### config.mk
export PLATFORM = sky130hd
export DESIGN_NAME = tps_front
export DESIGN_NICKNAME = d
export VERILOG_FILES = /design/src/rtl/core/tps_pkg.sv /design/src/rtl/core/tps_front.sv
export SDC_FILE = /design/constraint.sdc
export NUM_CORES = 1
export LEC_CHECK = 0
export BUFFER_PORTS_ARGS = -buffer_cell sky130_fd_sc_hd__buf_2
export CAP_MARGIN = 20
export CELL_PAD_IN_SITES_DETAIL_PLACEMENT = 1
export CELL_PAD_IN_SITES_GLOBAL_PLACEMENT = 1
export CORE_AREA = 2 2 550 552
export DETAILED_ROUTE_END_ITERATION = 6
export DIE_AREA = 0 0 552 554
export GPL_TIMING_DRIVEN = 0
export PLACE_DENSITY_LB_ADDON = 0.1
export SLEW_MARGIN = 20
export SYNTH_ARGS = -nofsm -noshare
export SYNTH_HDL_FRONTEND = slang
export SYNTH_SLANG_ARGS = --single-unit
### constraint.sdc
create_clock -name clk -period 31.7 [get_ports clk]
set_input_delay 3.17 -clock clk [delete_from_list [all_inputs] [get_ports clk]]
set_output_delay 3.17 -clock clk [all_outputs]
set_load 0.01 [all_outputs]
### src/rtl/core/tps_pkg.sv
// Shared types and constants for the triangle plane splitter.
// Used by tps_front, tps_queue, tps_back and triangle_plane_splitter_top.
package tps_pkg;

	typedef struct packed {
		logic [31:0] x;
		logic [31:0] y;
		logic [31:0] z;
		logic [47:0] nrm;
		logic [47:0] tan;
		logic [47:0] bin;
		logic [31:0] u;
		logic [31:0] v;
	} vtx_t;

	// vertex codes in a side list: 0..2 triangle corners, then the two cuts
	typedef logic [2:0] vcode_t;
	localparam vcode_t VC_CUT0 = 3'd3;
	localparam vcode_t VC_CUT1 = 3'd4;

	// one classified triangle handed from front to back
	typedef struct packed {
		vtx_t [2:0]        v;
		logic [2:0][32:0]  d;
		vcode_t [3:0]      lst_l;
		logic [2:0]        n_l;
		vcode_t [3:0]      lst_r;
		logic [2:0]        n_r;
		logic [1:0][1:0]   cut_a;
		logic [1:0][1:0]   cut_b;
		logic [1:0]        n_cut;
	} job_t;

	typedef struct packed {
		logic full;
		logic empty;
	} qstat_t;

	typedef enum logic [2:0] {
		B_IDLE,
		B_SETUP,
		B_DIV,
		B_LERP,
		B_EMIT
	} bstate_t;

	localparam logic [0:0] REG_SPLIT_AXIS     = 1'b0;
	localparam logic [0:0] REG_SPLIT_POSITION = 1'b1;

	localparam logic [1:0] AXIS_X = 2'd0;
	localparam logic [1:0] AXIS_Y = 2'd1;

	// interpolated components: 3 position, 9 vector, 2 texcoord
	localparam logic [3:0] NCOMP = 4'd14;

	function automatic logic [31:0] comp_get(vtx_t vt, logic [3:0] idx);
		logic [31:0] r;
		r = '0;
		case (idx)
			4'd0:  r = vt.x;
			4'd1:  r = vt.y;
			4'd2:  r = vt.z;
			4'd3:  r = {{16{vt.nrm[15]}}, vt.nrm[15:0]};
			4'd4:  r = {{16{vt.nrm[31]}}, vt.nrm[31:16]};
			4'd5:  r = {{16{vt.nrm[47]}}, vt.nrm[47:32]};
			4'd6:  r = {{16{vt.tan[15]}}, vt.tan[15:0]};
			4'd7:  r = {{16{vt.tan[31]}}, vt.tan[31:16]};
			4'd8:  r = {{16{vt.tan[47]}}, vt.tan[47:32]};
			4'd9:  r = {{16{vt.bin[15]}}, vt.bin[15:0]};
			4'd10: r = {{16{vt.bin[31]}}, vt.bin[31:16]};
			4'd11: r = {{16{vt.bin[47]}}, vt.bin[47:32]};
			4'd12: r = vt.u;
			4'd13: r = vt.v;
			default: r = '0;
		endcase
		return r;
	endfunction

	// quad order (0,1,2),(3,0,2)
	function automatic logic [1:0] quad_idx(logic [2:0] p);
		logic [1:0] r;
		r = 2'd0;
		case (p)
			3'd0: r = 2'd0;
			3'd1: r = 2'd1;
			3'd2: r = 2'd2;
			3'd3: r = 2'd3;
			3'd4: r = 2'd0;
			3'd5: r = 2'd2;
			default: r = 2'd0;
		endcase
		return r;
	endfunction

endpackage

### src/rtl/core/tps_front.sv
// Front end: config registers, vertex holding, plane distances and side lists.
// Depends on tps_pkg; feeds tps_queue.
module tps_front (
	input  logic                 clk,
	input  logic                 arst_n,
	input  logic                 in_valid,
	output logic                 in_stall,
	input  logic signed [31:0]   pos_x,
	input  logic signed [31:0]   pos_y,
	input  logic signed [31:0]   pos_z,
	input  logic [47:0]          normal_vec,
	input  logic [47:0]          tangent_vec,
	input  logic [47:0]          binormal_vec,
	input  logic signed [31:0]   tex_u,
	input  logic signed [31:0]   tex_v,
	input  logic                 cfg_we,
	input  logic [0:0]           cfg_index,
	input  logic [31:0]          cfg_data,
	input  tps_pkg::qstat_t      qstat,
	output logic                 push,
	output tps_pkg::job_t        job
);
	import tps_pkg::*;

	logic [1:0]  axis_q;
	logic [31:0] splitpos_q;
	logic [1:0]  phase_q;
	vtx_t        v0_q, v1_q, vin;
	vtx_t [2:0]  vs;
	logic        acc;
	logic [2:0]  lft;
	logic [2:0][32:0] pdist;

	assign in_stall = (phase_q == 2'd2) & qstat.full;
	assign acc      = in_valid & ~in_stall;
	assign push     = acc & (phase_q == 2'd2);

	always_ff @(posedge clk or negedge arst_n) begin
		if (!arst_n) begin
			axis_q     <= '0;
			splitpos_q <= '0;
			phase_q    <= '0;
		end else begin
			if (cfg_we) begin
				if (cfg_index == REG_SPLIT_AXIS) axis_q <= cfg_data[1:0];
				if (cfg_index == REG_SPLIT_POSITION) splitpos_q <= cfg_data;
			end
			if (acc) phase_q <= (phase_q == 2'd2) ? 2'd0 : phase_q + 2'd1;
		end
	end

	always_ff @(posedge clk) begin
		if (acc && phase_q == 2'd0) v0_q <= vin;
		if (acc && phase_q == 2'd1) v1_q <= vin;
	end

	always_comb begin
		vin.x   = pos_x;
		vin.y   = pos_y;
		vin.z   = pos_z;
		vin.nrm = normal_vec;
		vin.tan = tangent_vec;
		vin.bin = binormal_vec;
		vin.u   = tex_u;
		vin.v   = tex_v;
		vs[0]   = v0_q;
		vs[1]   = v1_q;
		vs[2]   = vin;
	end

	always_comb begin
		logic [31:0] p;
		for (int i = 0; i < 3; i++) begin
			if (axis_q == AXIS_X) p = vs[i].x;
			else if (axis_q == AXIS_Y) p = vs[i].y;
			else p = vs[i].z;
			pdist[i] = {p[31], p} - {splitpos_q[31], splitpos_q};
			lft[i]   = pdist[i][32] | (pdist[i] == '0);
		end
	end

	// walk edges 0->1, 1->2, 2->0; cut vertices go to both sides
	always_comb begin
		logic [2:0] nl, nr;
		logic [1:0] nc;
		int         nx;
		nl = '0;
		nr = '0;
		nc = '0;
		job.v     = vs;
		job.d     = pdist;
		job.lst_l = '0;
		job.lst_r = '0;
		job.cut_a = '0;
		job.cut_b = '0;
		for (int i = 0; i < 3; i++) begin
			nx = (i == 2) ? 0 : i + 1;
			if (lft[i]) begin
				job.lst_l[nl[1:0]] = vcode_t'(i);
				nl = nl + 3'd1;
			end else begin
				job.lst_r[nr[1:0]] = vcode_t'(i);
				nr = nr + 3'd1;
			end
			if (lft[i] != lft[nx]) begin
				job.cut_a[nc[0]] = 2'(i);
				job.cut_b[nc[0]] = 2'(nx);
				job.lst_l[nl[1:0]] = (nc == 2'd0) ? VC_CUT0 : VC_CUT1;
				job.lst_r[nr[1:0]] = (nc == 2'd0) ? VC_CUT0 : VC_CUT1;
				nl = nl + 3'd1;
				nr = nr + 3'd1;
				nc = nc + 2'd1;
			end
		end
		job.n_l   = nl;
		job.n_r   = nr;
		job.n_cut = nc;
	end

endmodule

==> results of run 1 <==
report_power, final:
part / internal, µW / switching, µW
clock network: 605 / 459
registers: 1130 / 55.5
logic: 641 / 1410
metrics by stage:
step,instance area [µm²],power [µW]
floorplan,31880,2278
global placement,43810,3518
detailed placement,44910,3325
CTS,47940,4428
global route,48010,4577
finish,48060,4299
metal layers:
layer  up-vias  part of all wire  global-route usage
met4         0             0.019             0.03175
li1      12280                 -                   -
met2      1120              0.53              0.3149
met5         -                 0                   0
met3       262             0.090             0.06494
met1     13890              0.36              0.1760
final cells by class:
| class | instances | area, µm² |
|---|---|---|
| fillers | 34610 | 251200 |
| flip-flops and latches | 644 | 19160 |
| multi-input cells | 1373 | 9717 |
| repair buffers | 1469 | 8024 |
| well taps | 3958 | 4952 |
| plain buffers | 400 | 2699 |
| clock buffers | 123 | 2482 |
| clock inverters | 49 | 549.3 |
| inverters | 95 | 356.6 |
| diodes | 47 | 117.6 |
state kept, by name, summed over array words and instances (netlist names):
register	count
job	608
splitpos_q	32
phase_q	2
axis_q	2
path summary, 6_finish.rpt:
kind,start,endpoint,cells after the start
max,axis_q[1],job[21],32
min,splitpos_q[18],splitpos_q[18],1
max reg2reg,phase_q[1],job[157],12
min reg2reg,splitpos_q[18],splitpos_q[18],1
max in group asynchronous,arst_n,splitpos_q[25],1
min in group asynchronous,arst_n,phase_q[0],1
placed cells by master (no fill, tap or decap), types with 35 or more instances in the layout:
master / synthesis / final
dfrtp_1: 36 / 36
mux2_2: 37 / 37
diode_2: 0 / 47
xor2_1: 35 / 35
nor2_1: 71 / 70
ha_1: 127 / 127
edfxtp_1: 608 / 608
clkbuf_1: 71 / 87
buf_2: 6 / 1407
o21ai_0: 172 / 161
mux2i_1: 104 / 104
inv_1: 95 / 95
nand2_1: 199 / 199
a21oi_1: 131 / 131
clkbuf_16: 0 / 95
buf_4: 308 / 349
worst reg2reg max path, stage by stage, from the launching register on:
cell and delay, ns:
dfrtp_1 0.45, nor3_2 0.58, buf_6 0.22, buf_4 0.20, buf_4 0.23, buf_6 0.16
buf_4 0.16, buf_4 0.19, buf_4 0.21, buf_4 0.21, buf_4 0.20, buf_6 0.16
buf_4 0.19
kinds of logic (layout without fill, tap and decap cells):
kind of cell	after synthesis	after routing	synth area share
DFF	644	644	0.6009
AOI/OAI and AO/OA	549	549	0.1125
buffers and inverters	495	2136	0.09500
and+or+nand+nor	489	489	0.07601
muxes	142	142	0.04607
adders and majority gates	132	132	0.05298
xor gates and xnor gates	60	60	0.01648
other	1	48	0.0001176
==> qor.csv, run 1 <==
metric;value;unit
post-route ant nets;0;
final hold violation count;0;
Initial DRC Count;1361;
DR pass1 iterations;5;
DP HPWL;232600;µm
nets@finish;4553;
most frequent CP cell;clkbuf_1;
Avg WL per Cell;32.48;µm
global-route total usage across every layer;0.1678;
Clock Latency Late Sink;0.74;ns
Post-Place Worst Slack;16.29;ns
outcome;finished, final reports clean;
top-area cell type share of the netlist area;0.5726;
total clock sinks;644;
skew final;0.06666;ns
num rows;201;
Finished Core Util;0.1606;
max incr delay on CP;0.86;ns
remaining global-route overflow;0;
placed insts;7939;
H-tree depth;3;
# setup viols final;0;
Crit path required time;28.53;ns
layout cells sized above 1;0.4828;
# IOs;1396;
fin crit share;0.4945;
Max Cap Violations;0;
die height;554;µm
vias in the first global route;29280;
largest net degree at the start of global routing;37;
worst hold path type;reg -> reg;
vias per cell;3.377;
Synth Cell Area;31880;µm²
vias;27550;
Max IR drop VDD;41.34;µV
Seq/Total Area, Yosys;0.6009;
die width;552;µm
Syn. warnings;0;
Synth async-reset ratio;0.05590;
synth-to-layout area growth;50.72;%
biggest area consumer among synthesized cells;edfxtp_1;
startpoint types;register;
most frequent cell after synthesis;edfxtp_1;
CTS clock-pin slew for the worst setup and hold paths;0.06;ns
core area;299300;µm²
Setup TNS;0;ns
final non-filler cell total;8158;
worst-margin pin slew;1.099;ns
number of setup buffers added after CTS;0;
Post-synth top cells;edfxtp_1, buf_4, nand2_1;
RSZ-0062 raised after global routing;no;
CTS buffer count;95;
routed wire length;265000;µm
CTS Root Cell;clkbuf_16;
Achievable Freq;63.79;MHz
EDFF count, synth;608;
Buffers on Ports;1393;
clock buffer depth;3;
Worst Setup Path Type;reg -> out;
hold_buf cts;0;
CP arrival;12.51;ns
critical path's slowest cell;clkbuf_1;
Syn Inst Count;2512;
largest delay contributor family on the critical path;buffers and inverters;
largest fanout on the critical path;14;
leading register cell type out of synthesis;edfxtp_1;
Mapped Avg Cell Area;12.69;µm²
initial cell density of the core;0.1065;
crit end category;primary output;
worst reg-to-reg setup slack;28.23;ns
die area;305800;µm²
initial antenna violation count;124;
DRC Markers;0;
syn nets;2987;
Seq cells post-synth;644;
Yosys cell types;89;
Leak;0.01975;µW
final hold slack;0.5041;ns
worst relative slew slack;0.2595;
RePlAce Congestion;0.8037;
max-slew violations;0;
post_cts resized;0;
final setup margin;16.02;ns
CTS tree;done;
Tmin final;15.68;ns
Crit path buffers/inverters;9;
first-pass GRT wire length;332100;µm
Power Density;89.47;nW/µm²
synth top area cells;edfxtp_1, buf_4, ha_1, mux2i_1, dfrtp_1;
Power figures use the tool's default switching activity.
==> inputs of run 2 (changes only) <==
Settings changed: ABC_AREA set to 1, CORE_AREA 2 2 550 552 to 2 2 551 553, DIE_AREA 0 0 552 554 to 0 0 553 555.
Clock period 31.7 ns to 12.6 ns, I/O delays scaled along.
==> run 2 against run 1 <==
Clock skew rose by 0.0038 ns. Setup slack got worse by 15 ns. Non-clock buffer count shrank 40. Utilization up 0.36 points. Sequential power rose to 2.5 times the previous value. Worst hold slack worse by 0.012 ns. Via count increased by 9.9%. Total power grew to 2.6 times the previous value. Global-route usage rose by 0.47 points. Highest routed layer is now met5.
==> qor.csv, run 2 <==
metric;value;unit;change
number of setup buffers added after CTS;0;;unchanged
die height;555;µm;+0.18%
worst hold path type;in -> async;;
outcome;finished, final reports clean;;
final setup margin;1.227;ns;-14.80 ns
Buffers on Ports;1393;;unchanged
total power;11310;µW;+160%
syn nets;3841;;+29%
CTS buffer count;97;;+2.1%
clock buffer depth;4;;+1
max incr delay on CP;0.85;ns;about the same
DP HPWL;241500;µm;+3.9%
largest net degree at the start of global routing;37;;unchanged
Yosys cell types;47;;-47%
vias;30270;;+9.9%
most frequent cell after synthesis;nand2_1;;
CP arrival;10.11;ns;-2.40 ns
Crit path required time;11.34;ns;-17.19 ns
top-area cell type share of the netlist area;0.5509;;-0.02175
routed wire length;273500;µm;+3.2%
Power Density;228.6;nW/µm²;+160%
die width;553;µm;+0.18%
CTS Root Cell;clkbuf_16;;
Avg WL per Cell;30.31;µm;-6.7%
synth-to-layout area growth;49.28;%;
Tmin final;11.37;ns;
startpoint types;register;;
final hold slack;0.4917;ns;-0.01245 ns
hold_buf cts;0;;unchanged
num rows;202;;+0.50%
die area;306900;µm²;+0.36%
r2r startpoint;phase_q[0];;
leading register cell type out of synthesis;edfxtp_1;;
CTS clock-pin slew for the worst setup and hold paths;0.06;ns;about the same
Clock Latency Late Sink;0.86;ns;+0.12 ns
biggest area consumer among synthesized cells;edfxtp_1;;
final instance area;49480;µm²;+3.0%
core area;301300;µm²;+0.67%
R2R Path End;job[541];;
RePlAce Congestion;0.8094;;+0.71%
EDFF count, synth;608;;unchanged
global-route total usage across every layer;0.1725;;+0.004749
Syn Inst Count;3366;;+34%
worst-margin pin slew;1.061;ns;-0.03829 ns
Area after DPL;46410;µm²;+3.4%
Syn. warnings;0;;unchanged
synth top area cells;edfxtp_1, nand2_1, buf_4, inv_1, ha_1;;
total clock sinks;644;;unchanged
commonest cells after routing, fill and taps aside;buf_2, nand2_1, edfxtp_1, inv_1, nor2_1;;
H-tree depth;3;;unchanged
Seq/Total Area, Yosys;0.5781;;-0.02282
initial antenna violation count;104;;-16%
Worst Setup Path Type;reg -> out;;
Achievable Freq;87.93;MHz;
Leak;0.02248;µW;+14%
# IOs;1396;;unchanged
Post-Place Worst Slack;1.584;ns;-14.71 ns
post-route ant nets;0;;unchanged
CP startpoint;axis_q[1];;
combined area of the multi-input logic cells;9727;µm²;+0.10%
CTS tree;done;;
vias in the first global route;32370;;+11%
vias per cell;3.356;;-0.64%
DR pass1 iterations;5;;unchanged
largest fanout on the critical path;12;;-2
Seq. cell area;19160;µm²;unchanged
number of flip-flops in the largest register;608;;unchanged
first-pass GRT wire length;344800;µm;+3.8%
final hold violation count;0;;unchanged
post_cts resized;0;;unchanged
worst reg-to-reg setup slack;8.96;ns;-19.27 ns
Mapped Avg Cell Area;9.846;µm²;-22%
layout cells sized above 1;0.4068;;-0.07595
fin crit share;0.9026;;
initial cell density of the core;0.1100;;+0.003473
most frequent CP cell;nand2_1;;
DRC Markers;0;;unchanged
Synth Cell Area;33140;µm²;+3.9%
Initial DRC Count;1395;;+2.5%
Synth async-reset ratio;0.05590;;unchanged
crit end category;primary output;;
worst relative slew slack;0.2927;;+0.03327
nets@finish;5408;;+19%
skew final;0.07041;ns;+0.003754 ns
Max IR drop VDD;95.42;µV;+130%
Post-synth top cells;nand2_1, edfxtp_1, inv_1;;
# setup viols final;0;;unchanged
critical path's slowest cell;clkbuf_1;;
Worst Reg-to-Reg Cells;15;;+3
RSZ-0062 raised after global routing;no;;
max-slew violations;0;;unchanged
most common cell after layout, fill and taps aside;buf_2;;
remaining global-route overflow;0;;unchanged
Filler cells;35500;;+2.6%
Max Cap Violations;0;;unchanged
Seq cells post-synth;644;;unchanged
## run 2: cell types whose count changed after synthesis, sizes merged, moves of 31 or more
cell    before  now
nand2      199  826
o21ai      176   23
nor3        25  155
a21oi      133   96
nand3       22  139
a211oi      32    1
nor2        71  345
clkbuf      71   39
inv         95  475
o22ai        3   54
mux2i      104    1
mux2        38    0
## run 2: kinds of logic after synthesis
| family | synth area share |
|---|---|
| AOI/OAI and AO/OA | 0.03330 |
| xor gates and xnor gates | 0.01023 |
| adders and majority gates | 0.05096 |
| buffers and inverters | 0.1306 |
| DFF | 0.5781 |
| muxes | 0.0003020 |
| other | 0.0001131 |
| and+or+nand+nor | 0.1965 |
## run 2: worst max-delay path by stage
stage / slack (ns) / endpoint / cells past startpoint
detailed placement: 1.58 / job[33] / 33
global route: 0.57 / job[27] / 37
finish: 1.23 / job[33] / 33
floorplan: 3.57 / phase_q[0] / 3
global placement: -3.84 / job[187] / 3
CTS: 0.67 / job[33] / 33
## run 2: cell type report
| class | instances | share of cell area |
|---|---|---|
| antenna | 37 | 0.001871 |
| buffer | 361 | 0.05192 |
| clock buffer | 114 | 0.05035 |
| clock inverter | 59 | 0.009686 |
| inverter | 475 | 0.03619 |
| multi-input combinational | 1886 | 0.1966 |
| sequential | 644 | 0.3872 |
| tap | 3978 | 0.1006 |
| timing repair buffer | 1468 | 0.1655 |
## run 2: stage by stage
stage | util | cells | setup TNS, ns
floorplan | - | 3366 | 0
global placement | 0.1497 | 8737 | -2088.56
detailed placement | 0.1541 | 8812 | 0
CTS | 0.1639 | 8985 | 0
global route | 0.1641 | 9010 | 0
finish | 0.1642 | 9022 | 0
## run 2: power breakdown
group | leakage [µW] | internal [µW] | switching (µW) | total [µW]
sequential | 0.00604 | 2830 | 134 | 2970
clock | 0.00143 | 1500 | 1160 | 2660
combinational | 0.0150 | 1690 | 4000 | 5690
total | 0.0225 | 6020 | 5290 | 11300
## run 2: critical path, delay by kind of cell (launching register included)
kind | cells | cell delay, ns
flops | 1 | 0.36
fa+ha+maj | 4 | 1.42
simple gates | 16 | 3.73
buf+inv | 9 | 2.90
xor+xnor | 1 | 0.23
compound gates | 3 | 0.60
## run 2: routing by layer
metal | vias up | global-route usage | share of wire
li1 | 13950 | - | -
met1 | 14950 | 0.1728 | 0.35
met2 | 1054 | 0.3346 | 0.54
met3 | 300 | 0.06338 | 0.083
met4 | 18 | 0.03706 | 0.025
met5 | - | 0 | 0.00039
